### src/hw/rtl/lcm3_pkg.sv
// Shared constants and controller/datapath interface types for the three-operand LCM block.
`timescale 1ns / 1ps

package lcm3_pkg;

    localparam int OPERAND_BITS_DEF = 16;

    // Commands from the controller to the datapath.
    typedef struct packed {
        logic load;
        logic gcd_step;
        logic div_init;
        logic div_step;
        logic mul;
        logic next_round;
        logic out_load;
    } t_cmd;

    // Status from the datapath back to the controller.
    typedef struct packed {
        logic zero;
        logic gcd_done;
        logic div_last;
        logic round;
        logic out_busy;
    } t_status;

endpackage

### src/hw/rtl/lcm3_ctrl.sv
// Controller state machine that sequences the GCD, division and multiply steps.
`timescale 1ns / 1ps

module lcm3_ctrl (
    input  logic             i_clk,
    input  logic             i_rst_n,
    input  logic             i_s_axis_tvalid,
    output logic             o_s_axis_tready,
    input  lcm3_pkg::t_status i_status,
    output lcm3_pkg::t_cmd   o_cmd
);
    import lcm3_pkg::*;

    localparam logic [2:0] ST_IDLE   = 3'd0;
    localparam logic [2:0] ST_CHECK  = 3'd1;
    localparam logic [2:0] ST_GCD    = 3'd2;
    localparam logic [2:0] ST_DIV    = 3'd3;
    localparam logic [2:0] ST_MUL    = 3'd4;
    localparam logic [2:0] ST_FINISH = 3'd5;

    logic [2:0] r_state;
    logic [2:0] n_state;

    assign o_s_axis_tready = (r_state == ST_IDLE);

    always_comb begin
        n_state = r_state;
        o_cmd   = '0;
        unique case (r_state)
            ST_IDLE: begin
                if (i_s_axis_tvalid) begin
                    o_cmd.load = 1'b1;
                    n_state    = ST_CHECK;
                end
            end
            ST_CHECK: begin
                if (i_status.zero) begin
                    n_state = ST_FINISH;
                end else begin
                    n_state = ST_GCD;
                end
            end
            ST_GCD: begin
                if (i_status.gcd_done) begin
                    o_cmd.div_init = 1'b1;
                    n_state        = ST_DIV;
                end else begin
                    o_cmd.gcd_step = 1'b1;
                end
            end
            ST_DIV: begin
                o_cmd.div_step = 1'b1;
                if (i_status.div_last) begin
                    n_state = ST_MUL;
                end
            end
            ST_MUL: begin
                o_cmd.mul = 1'b1;
                n_state   = ST_FINISH;
                if (!i_status.round) begin
                    n_state = ST_CHECK;
                end
            end
            ST_FINISH: begin
                if (!i_status.out_busy) begin
                    o_cmd.out_load = 1'b1;
                    n_state        = ST_IDLE;
                end
            end
            default: begin
                n_state = ST_IDLE;
            end
        endcase
        // The second round is set up in the same cycle as the first product is written back.
        if (r_state == ST_MUL && !i_status.round) begin
            o_cmd.next_round = 1'b1;
            n_state          = ST_GCD;
        end
    end

    always_ff @(posedge i_clk) begin
        if (!i_rst_n) begin
            r_state <= ST_IDLE;
        end else begin
            r_state <= n_state;
        end
    end

endmodule

### src/hw/rtl/lcm3_dp.sv
// Datapath: binary GCD, restoring divider, multiplier and output register.
`timescale 1ns / 1ps

module lcm3_dp #(
    parameter int OPERAND_BITS = lcm3_pkg::OPERAND_BITS_DEF
) (
    input  logic                    i_clk,
    input  logic                    i_rst_n,
    input  logic [OPERAND_BITS-1:0] i_a,
    input  logic [OPERAND_BITS-1:0] i_b,
    input  logic [OPERAND_BITS-1:0] i_c,
    input  lcm3_pkg::t_cmd          i_cmd,
    output lcm3_pkg::t_status       o_status,
    input  logic                    i_m_axis_tready,
    output logic                    o_m_axis_tvalid,
    output logic [3*OPERAND_BITS-1:0] o_multiple,
    output logic                    o_error
);
    import lcm3_pkg::*;

    localparam int OB = OPERAND_BITS;
    localparam int LW = 3 * OB;
    localparam int XW = 2 * OB;
    localparam int CW = $clog2(OB);
    localparam int KW = $clog2(OB + 1);

    logic [LW-1:0] r_l;
    logic [OB-1:0] r_y;
    logic [OB-1:0] r_c;
    logic [XW-1:0] r_x;
    logic [XW-1:0] r_v;
    logic [KW-1:0] r_k;
    logic          r_round;
    logic          r_zero;
    logic [OB-1:0] r_q;
    logic [OB-1:0] r_rem;
    logic [OB-1:0] r_d;
    logic [CW-1:0] r_cnt;
    logic [LW-1:0] r_out_mult;
    logic          r_out_err;
    logic          r_out_valid;

    logic [XW-1:0] g_full;
    logic [OB:0]   div_trial;
    logic          div_fits;
    logic [OB:0]   div_diff;
    logic [LW-1:0] prod;
    logic          in_zero;

    assign in_zero   = (i_a == '0) || (i_b == '0) || (i_c == '0);
    assign g_full    = r_x << r_k;
    assign div_trial = {r_rem, r_q[OB-1]};
    assign div_fits  = (div_trial >= {1'b0, r_d});
    assign div_diff  = div_trial - {1'b0, r_d};
    assign prod      = r_l[XW-1:0] * r_q;

    assign o_status.zero     = r_zero;
    assign o_status.gcd_done = (r_x == r_v);
    assign o_status.div_last = (r_cnt == '0);
    assign o_status.round    = r_round;
    assign o_status.out_busy = r_out_valid && !i_m_axis_tready;

    assign o_m_axis_tvalid = r_out_valid;
    assign o_multiple      = r_out_mult;
    assign o_error         = r_out_err;

    always_ff @(posedge i_clk) begin
        if (i_cmd.load) begin
            r_zero  <= in_zero;
            r_round <= 1'b0;
            r_l     <= in_zero ? '0 : LW'(i_a);
            r_y     <= i_b;
            r_c     <= i_c;
            r_x     <= XW'(i_a);
            r_v     <= XW'(i_b);
            r_k     <= '0;
        end
        if (i_cmd.next_round) begin
            r_round <= 1'b1;
            r_y     <= r_c;
            r_x     <= prod[XW-1:0];
            r_v     <= XW'(r_c);
            r_k     <= '0;
        end
        // Binary GCD: strip common and single factors of two, then subtract odd values.
        if (i_cmd.gcd_step) begin
            priority if (!r_x[0] && !r_v[0]) begin
                r_x <= r_x >> 1;
                r_v <= r_v >> 1;
                r_k <= r_k + 1'b1;
            end else if (!r_x[0]) begin
                r_x <= r_x >> 1;
            end else if (!r_v[0]) begin
                r_v <= r_v >> 1;
            end else if (r_x > r_v) begin
                r_x <= (r_x - r_v) >> 1;
            end else begin
                r_v <= (r_v - r_x) >> 1;
            end
        end
        // The GCD divides the current operand, so it fits in one operand width.
        if (i_cmd.div_init) begin
            r_d   <= g_full[OB-1:0];
            r_q   <= r_y;
            r_rem <= '0;
            r_cnt <= CW'(OB - 1);
        end
        if (i_cmd.div_step) begin
            r_q   <= {r_q[OB-2:0], div_fits};
            r_rem <= div_fits ? div_diff[OB-1:0] : div_trial[OB-1:0];
            r_cnt <= r_cnt - 1'b1;
        end
        if (i_cmd.mul) begin
            r_l <= prod;
        end
        if (i_cmd.out_load) begin
            r_out_mult <= r_l;
            r_out_err  <= r_zero;
        end
    end

    always_ff @(posedge i_clk) begin
        if (!i_rst_n) begin
            r_out_valid <= 1'b0;
        end else if (i_cmd.out_load) begin
            r_out_valid <= 1'b1;
        end else if (i_m_axis_tready) begin
            r_out_valid <= 1'b0;
        end
    end

endmodule

### src/hw/rtl/lcm_of_three.sv
// Sequence: a zero operand goes from acceptance through the check state to the finish
// state; otherwise the check state is followed by two rounds, each of binary GCD
// steps, one divider start, the divider steps and one multiply, and then the finish
// state. Throughput: one item at a time; the next item is taken once the result is
// in the output register. Reset (synchronous, active low) returns the controller to
// idle and empties the output register.
`timescale 1ns / 1ps

module lcm_of_three #(
    parameter int OPERAND_BITS = lcm3_pkg::OPERAND_BITS_DEF
) (
    input  logic i_clk,
    input  logic i_rst_n,
    input  logic i_s_axis_tvalid,
    output logic o_s_axis_tready,
    // first_operand, second_operand, third_operand, zero fill
    input  logic [((3*OPERAND_BITS+7)/8)*8-1:0] i_s_axis_tdata,
    output logic o_m_axis_tvalid,
    input  logic i_m_axis_tready,
    // multiple, zero fill
    output logic [((3*OPERAND_BITS+7)/8)*8-1:0] o_m_axis_tdata,
    // zero_operand_error
    output logic o_m_axis_tuser
);
    import lcm3_pkg::*;

    localparam int OB = OPERAND_BITS;
    localparam int DW = ((3 * OB + 7) / 8) * 8;

    t_cmd            cmd;
    t_status         status;
    logic [3*OB-1:0] multiple;

    lcm3_ctrl u_ctrl (
        .i_clk           (i_clk),
        .i_rst_n         (i_rst_n),
        .i_s_axis_tvalid (i_s_axis_tvalid),
        .o_s_axis_tready (o_s_axis_tready),
        .i_status        (status),
        .o_cmd           (cmd)
    );

    lcm3_dp #(
        .OPERAND_BITS (OB)
    ) u_dp (
        .i_clk           (i_clk),
        .i_rst_n         (i_rst_n),
        .i_a             (i_s_axis_tdata[OB-1:0]),
        .i_b             (i_s_axis_tdata[2*OB-1:OB]),
        .i_c             (i_s_axis_tdata[3*OB-1:2*OB]),
        .i_cmd           (cmd),
        .o_status        (status),
        .i_m_axis_tready (i_m_axis_tready),
        .o_m_axis_tvalid (o_m_axis_tvalid),
        .o_multiple      (multiple),
        .o_error         (o_m_axis_tuser)
    );

    assign o_m_axis_tdata = DW'(multiple);

endmodule

### config.mk
export PLATFORM = sky130hd
export DESIGN_NAME = lcm_of_three
export DESIGN_NICKNAME = d
export VERILOG_FILES = /design/src/hw/rtl/lcm3_pkg.sv /design/src/hw/rtl/lcm3_ctrl.sv /design/src/hw/rtl/lcm3_dp.sv /design/src/hw/rtl/lcm_of_three.sv
export SDC_FILE = /design/constraint.sdc
export NUM_CORES = 2
export LEC_CHECK = 0
export ABC_CLOCK_PERIOD_IN_PS = 12890
export BUFFER_PORTS_ARGS = -buffer_cell sky130_fd_sc_hd__buf_2
export CAP_MARGIN = 20
export CORE_MARGIN = 5
export CORE_UTILIZATION = 40
export DETAILED_ROUTE_END_ITERATION = 8
export SETUP_SLACK_MARGIN = 0.1
export SYNTH_ARGS = -nofsm -noshare
export SYNTH_HDL_FRONTEND = slang
export SYNTH_SLANG_ARGS = --single-unit
### constraint.sdc
create_clock -name i_clk -period 12.89 [get_ports i_clk]
set_input_delay 0 -clock i_clk [delete_from_list [all_inputs] [get_ports i_clk]]
set_output_delay 0 -clock i_clk [all_outputs]
set_load 0.01 [all_outputs]
# After elaboration in Yosys (flattened, before gate mapping)
# Index checks and enable logic that the tools add are counted.
[word_totals]
ff_bits = 256
latch_bits = 0
ram_bits = 0
mem_bits_ro = 0
input_bits = 52
out_inout_bits = 51
wordCells = 112
mem_count = 0
[classes]
addsub = 5
mul = 1
div = 0
n_lt_le_gt_ge = 2
n_eq_ne = 14
n_shift = 1
muxes = 50
n_bitwise = 1
n_reduce_logical = 21
[ops]
columns = ["op", "n"]
rows = [
  ["$mux 32", 14],
  ["$mux 16", 8],
  ["$mux 48", 2],
  ["$sub 32x32->32", 2],
  ["$logic_not 16->1", 3],
  ["$mul 32x16->48", 1],
  ["$eq 32x32->1", 1],
  ["$gt 32x32->1", 1],
  ["$shl 32x5->16", 1],
  ["$mux 5", 4],
  ["$mux 3", 6],
  ["$pmux 3 s6", 1],
  ["$ge 17x16->1", 1],
  ["$sub 16x16->16", 1],
  ["$mux 1", 11],
  ["$ne 3x2->1 const B", 3],
  ["$mux 4", 2],
  ["$ne 2x2->1 const B", 4],
  ["$reduce_and 4->1", 2],
  ["$reduce_bool 2->1", 4],
  ["$eq 3x2->1 const B", 2],
  ["$eq 3x3->1 const B", 2],
  ["$add 5x1->5 const B", 1],
  ["$logic_not 1->1", 4],
  ["10 further kinds", 14],
]

# Depth between registers and ports, before layout
[logic_depth]
depth_word = 9
mapped_depth = 24
mapped_depth_nobuf = 23

# Modules after synthesis
# Synthesis repeated with hierarchy kept, for this count alone.
[unflattened]
cells_unflattened = 3560
hier_area_um2 = 32077.0
[by_module_without_submodules]
columns = ["mod", "n_inst", "cells_each", "area_per_inst_um2", "seq_area_each_um2"]
rows = [
  ["lcm3_dp", 1, 3521, 31780.5, 6886.6],
  ["lcm3_ctrl", 1, 39, 296.5, 60.1],
]

# Worst setup path after synthesis
# Ideal clock, no wire load.
[synth_timing]
path_type = "register to register"
from = "reg u_dp.r_l[22]"
to = "reg u_dp.r_l[46], data pin"
setup_ns = 0.257
arrival_time_ns = 6.365
t_required_ns = 12.632
path_slack_ns = 6.268
path_stages_with_launch = 24
n_path_buf = 1
synth_period_minus_slack_ns = 6.622
cell_sequence = "edfxtp_1 clkbuf_1 nand2_1 fa_1 inv_1 fa_1 inv_1 fa_1 inv_1 fa_1 fa_1 inv_1 fa_1 inv_1 ha_1 nand4_4 nor4_2 or3b_1 o211a_1 a2111o_1 a21o_1 a41oi_2 a31o_1 mux2i_1"
[synth_via]
elab_chain_cells = 2
[synth_lines]
columns = ["item", "line", "text"]
rows = [
  ["from (decl)", "lcm3_dp.sv:27", "logic [LW-1:0] r_l;"],
  ["from (signal assigned)", "lcm3_dp.sv:71", "r_l <= in_zero ? '0 : LW'(i_a);"],
  ["from (signal assigned)", "lcm3_dp.sv:114", "r_l <= prod;"],
  ["$mul 32x16->48", "lcm3_dp.sv:55", "assign prod = r_l[XW-1:0] * r_q;"],
  ["$mux 48", "lcm3_dp.sv:113", "if (i_cmd.mul) begin"],
]
# No other way between the ends.
# A chain may end at the register's enable or synchronous reset.

# Worst setup path in the final report
[layout_timing]
from = "reg u_dp.r_l[8]"
to = "reg u_dp.r_l[47], data pin"
# Same word-level chain as after synthesis.

==> results.yml <==
synth:
  synthCells: 3536
  synth_edf_count: 182
  synth_top_area_share_pct: 26.9
  ys_warn_count: 0
  synth_cell_types: 76
  postSynth.asyncResetShare_pct: 0
  synth_common_cells: "nand2_1, inv_1, fa_1"
  avgSynthCellArea_um2: 8.87
  synth_area_leaders: "fa_1, edfxtp_1, ha_1"
  yosysMostFrequentCell: "nand2_1"
  synth_ff_type: "edfxtp_1"
  ys_seq_elements: 256
  syn-num-nets: 4211
  seq_area_frac_synth_pct: 22.2
  yosysTopAreaCell: "fa_1"
  synth_area_um2: 31400
flow_run:
  drv_cap: 0
drt:
  drt-initial-drc-count: 2223
  dr.pass1.iters: 8
  wl_um: 96900
  via_per_inst: 5.41
  postRouteAntennaNets: 0
  drc_errors: 0
  vias: 25212
  wl_per_cell_um: 20.8
global_route:
  overflow: 0
  track_usage_pct: 22.6
  antenna_found_initial: 0
  grt_start_max_net_pins: 77
  grt_first_pass_wirelength_um: 151000
  first_global_vias: 25311
placed_design:
  post-dp-hpwl_um: 71500
  globalplace.congestion: 0.916
  portBuffers: 102
sta:
  skew_ns: 0.0245
  fin_setup_tns_ns: 0
  slew_headroom_pct: 31.5
  rsz0062_at_grt: "no"
  fin_crit_sh_pct: 58.4
  timing_hold_violations_final: 0
  slew_viol_final: 0
  fmax_mhz: 133
  setup_viol: 0
  period_minus_slack_ns: 7.53
  worst_slew_pin_slew_ns: 1.03
clock_network:
  cts-root-buf: "clkbuf_16"
  cts.sinks: 256
  cts_buffer_depth: 3
  h-tree-depth: 2
  cts_resized: 0
  post-cts-setup-buffers: 0
  numCtsBuffers: 34
  clkSlewWorstSetupHoldPaths_ns: 0.06
  cts_tree: "done"
  worstSkewPairLatency_ns: 0.57
floorplan:
  die_y_um: 290
  rows: 102
  initial_core_util_pct: 40.4
  io_pins: 103
  core_area_um2: 77600
  die_x_um: 290
  die_area_um2: 84100
final_layout:
  multi_input_area_um2: 21700
  nets: 4267
  area_growth_pct: 10.2
  ff_latch_area_um2: 6950
  drive_gt1_share_pct: 6.85
  nFillCells: 7731
  antennaDiodeCount: 0
setup_path:
  r2r_end: "u_dp.r_l[47]$_SDFFCE_PN0P_"
  path_max_fanout: 17
  cpMostUsedCell: "fa_1"
  cp.arrival_ns: 7.84
  r2r-start: "u_dp.r_l[8]$_DFFE_PP_"
  reg2reg_depth: 20
  end_kind: "register"
  crit_path_start_kind: "register"
  cp-endpoint: "u_dp.r_l[47]$_SDFFCE_PN0P_"
  worstPathCellList: "nand2_1 -> fa_1 -> inv_1 -> fa_1 -> fa_1 -> fa_1 -> fa_1 -> inv_1 -> fa_1 -> inv_1 -> ha_1 -> nand3_1 -> nor3_1 -> nand3_1 -> a21oi_1 -> a21oi_1 -> o41ai_2 -> o211ai_1 -> o211ai_1 -> o21ai_0"
  max_stage_delay_ns: 0.91
  required_ns: 13.20
  crit_type: "reg2reg"
  slowest_stage: "edfxtp_1"
  r2r_slack_ns: 5.36
  crit_start: "u_dp.r_l[8]$_DFFE_PP_"
hold_path:
  whs_path_depth: 2
  min_path_type: "in2reg"
run_status:
  status: "finished clean"
==> metal layers <==
layer / wire length (um) / vias to the layer above / GRT usage [%]
met5: 0 / - / 0
met4: 2560 / 0 / 5.79
met3: 7510 / 133 / 3.88
met2: 43100 / 956 / 35.0
met1: 43700 / 12470 / 33.0
li1: - / 11653 / -
==> cells in the final DEF (no fill, tap or decap), types with 11 or more instances in the layout <==
cell / netlist / layout
a211oi_1: 27 / 27
a21boi_0: 12 / 12
a21o_1: 53 / 53
a21oi_1: 173 / 172
a221oi_1: 21 / 21
a22oi_1: 22 / 22
a31oi_1: 22 / 22
and2_1: 209 / 209
and3_1: 14 / 14
buf_2: 8 / 102
buf_4: 0 / 51
clkbuf_16: 0 / 34
dfxtp_1: 74 / 74
dlygate4sd3_1: 0 / 51
edfxtp_1: 182 / 182
fa_1: 421 / 421
ha_1: 202 / 202
inv_1: 549 / 548
mux2i_1: 25 / 25
nand2_1: 610 / 609
nand2b_1: 17 / 17
nand3_1: 52 / 52
nand4_1: 27 / 27
nor2_1: 129 / 125
nor2b_1: 16 / 16
nor3_1: 38 / 38
nor4_1: 17 / 17
o211ai_1: 25 / 25
o21a_1: 16 / 16
o21ai_0: 114 / 113
o21bai_1: 14 / 14
o221ai_1: 19 / 19
o22ai_1: 29 / 29
o31ai_1: 11 / 11
or3_1: 14 / 14
xnor2_1: 53 / 53
xor2_1: 47 / 47
==> critical path, delay by kind of cell, from the launching register on <==
kind	cells	cell delay, ns
AND/OR/NAND/NOR	4	0.69
buffers and inverters	3	0.14
flip-flops	1	0.91
adder cells (fa/ha/maj)	7	3.48
AO/OA/AOI/OAI	6	2.02
==> final cells by class <==
| cell class | instances | area share (%) |
|---|---|---|
| Multi-Input combinational cell | 2544 | 62.7 |
| Sequential cell | 256 | 20.1 |
| Inverter | 551 | 5.99 |
| Timing Repair Buffer | 205 | 4.14 |
| Tap cell | 1040 | 3.77 |
| Clock buffer | 39 | 2.60 |
| Clock inverter | 23 | 0.652 |
==> repair_timing <==
action | 4_1_cts | 5_1_grt
hold endpoints to repair | 83 | 0
endpoints found under the setup margin | 0 | 0
hold buffers | 51 | 0
==> through the flow <==
step	std cells	instance area [um2]	util, %	hold WS (ns)	setup slack, ns
final	4658	34500	44.5	0.160	5.36
after floorplan	3536	31400	-	0.0989	6.27
after CTS	4656	34500	44.5	0.135	5.37
after detailed placement	4543	32900	42.4	0.194	5.43
after global placement	4543	32900	42.4	0.193	5.53
after global routing	4658	34500	44.5	0.168	4.97
==> flip-flops by register name, indices dropped and copies added (netlist names), 5 cells and up <==
register	cells
u_dp.o_multiple	48
u_dp.r_c	16
u_dp.r_d	16
u_dp.r_k	5
u_dp.r_l	48
u_dp.r_q	16
u_dp.r_rem	16
u_dp.r_v	32
u_dp.r_x	32
u_dp.r_y	16
==> cells by family after synthesis <==
logic type | Yosys count | synth area share [%]
DFF | 256 | 22.2
AOI/OAI and AO/OA | 616 | 12.8
buffers and inverters | 736 | 8.85
muxes | 32 | 1.19
xor gates and xnor gates | 100 | 2.79
and+or+nand+nor | 1173 | 17.3
adders and majority gates | 623 | 34.9
==> how the worst min path moves through the flow <==
| stage | start | endpoint | slack, ns |
|---|---|---|---|
| after floorplan | i_s_axis_tdata[32] | u_dp.r_c[0]$_DFFE_PP_ | 0.1 |
| after global placement | i_s_axis_tdata[44] | u_dp.r_c[12]$_DFFE_PP_ | 0.19 |
| after detailed placement | i_s_axis_tdata[45] | u_dp.r_c[13]$_DFFE_PP_ | 0.19 |
| after CTS | i_s_axis_tdata[45] | u_dp.r_c[13]$_DFFE_PP_ | 0.13 |
| after global routing | i_s_axis_tdata[43] | u_dp.r_c[11]$_DFFE_PP_ | 0.17 |
| final | i_s_axis_tdata[45] | u_dp.r_c[13]$_DFFE_PP_ | 0.16 |
Power is not shown: default switching activity piles up to over one toggle a cycle in this logic, so the estimate is an artifact.
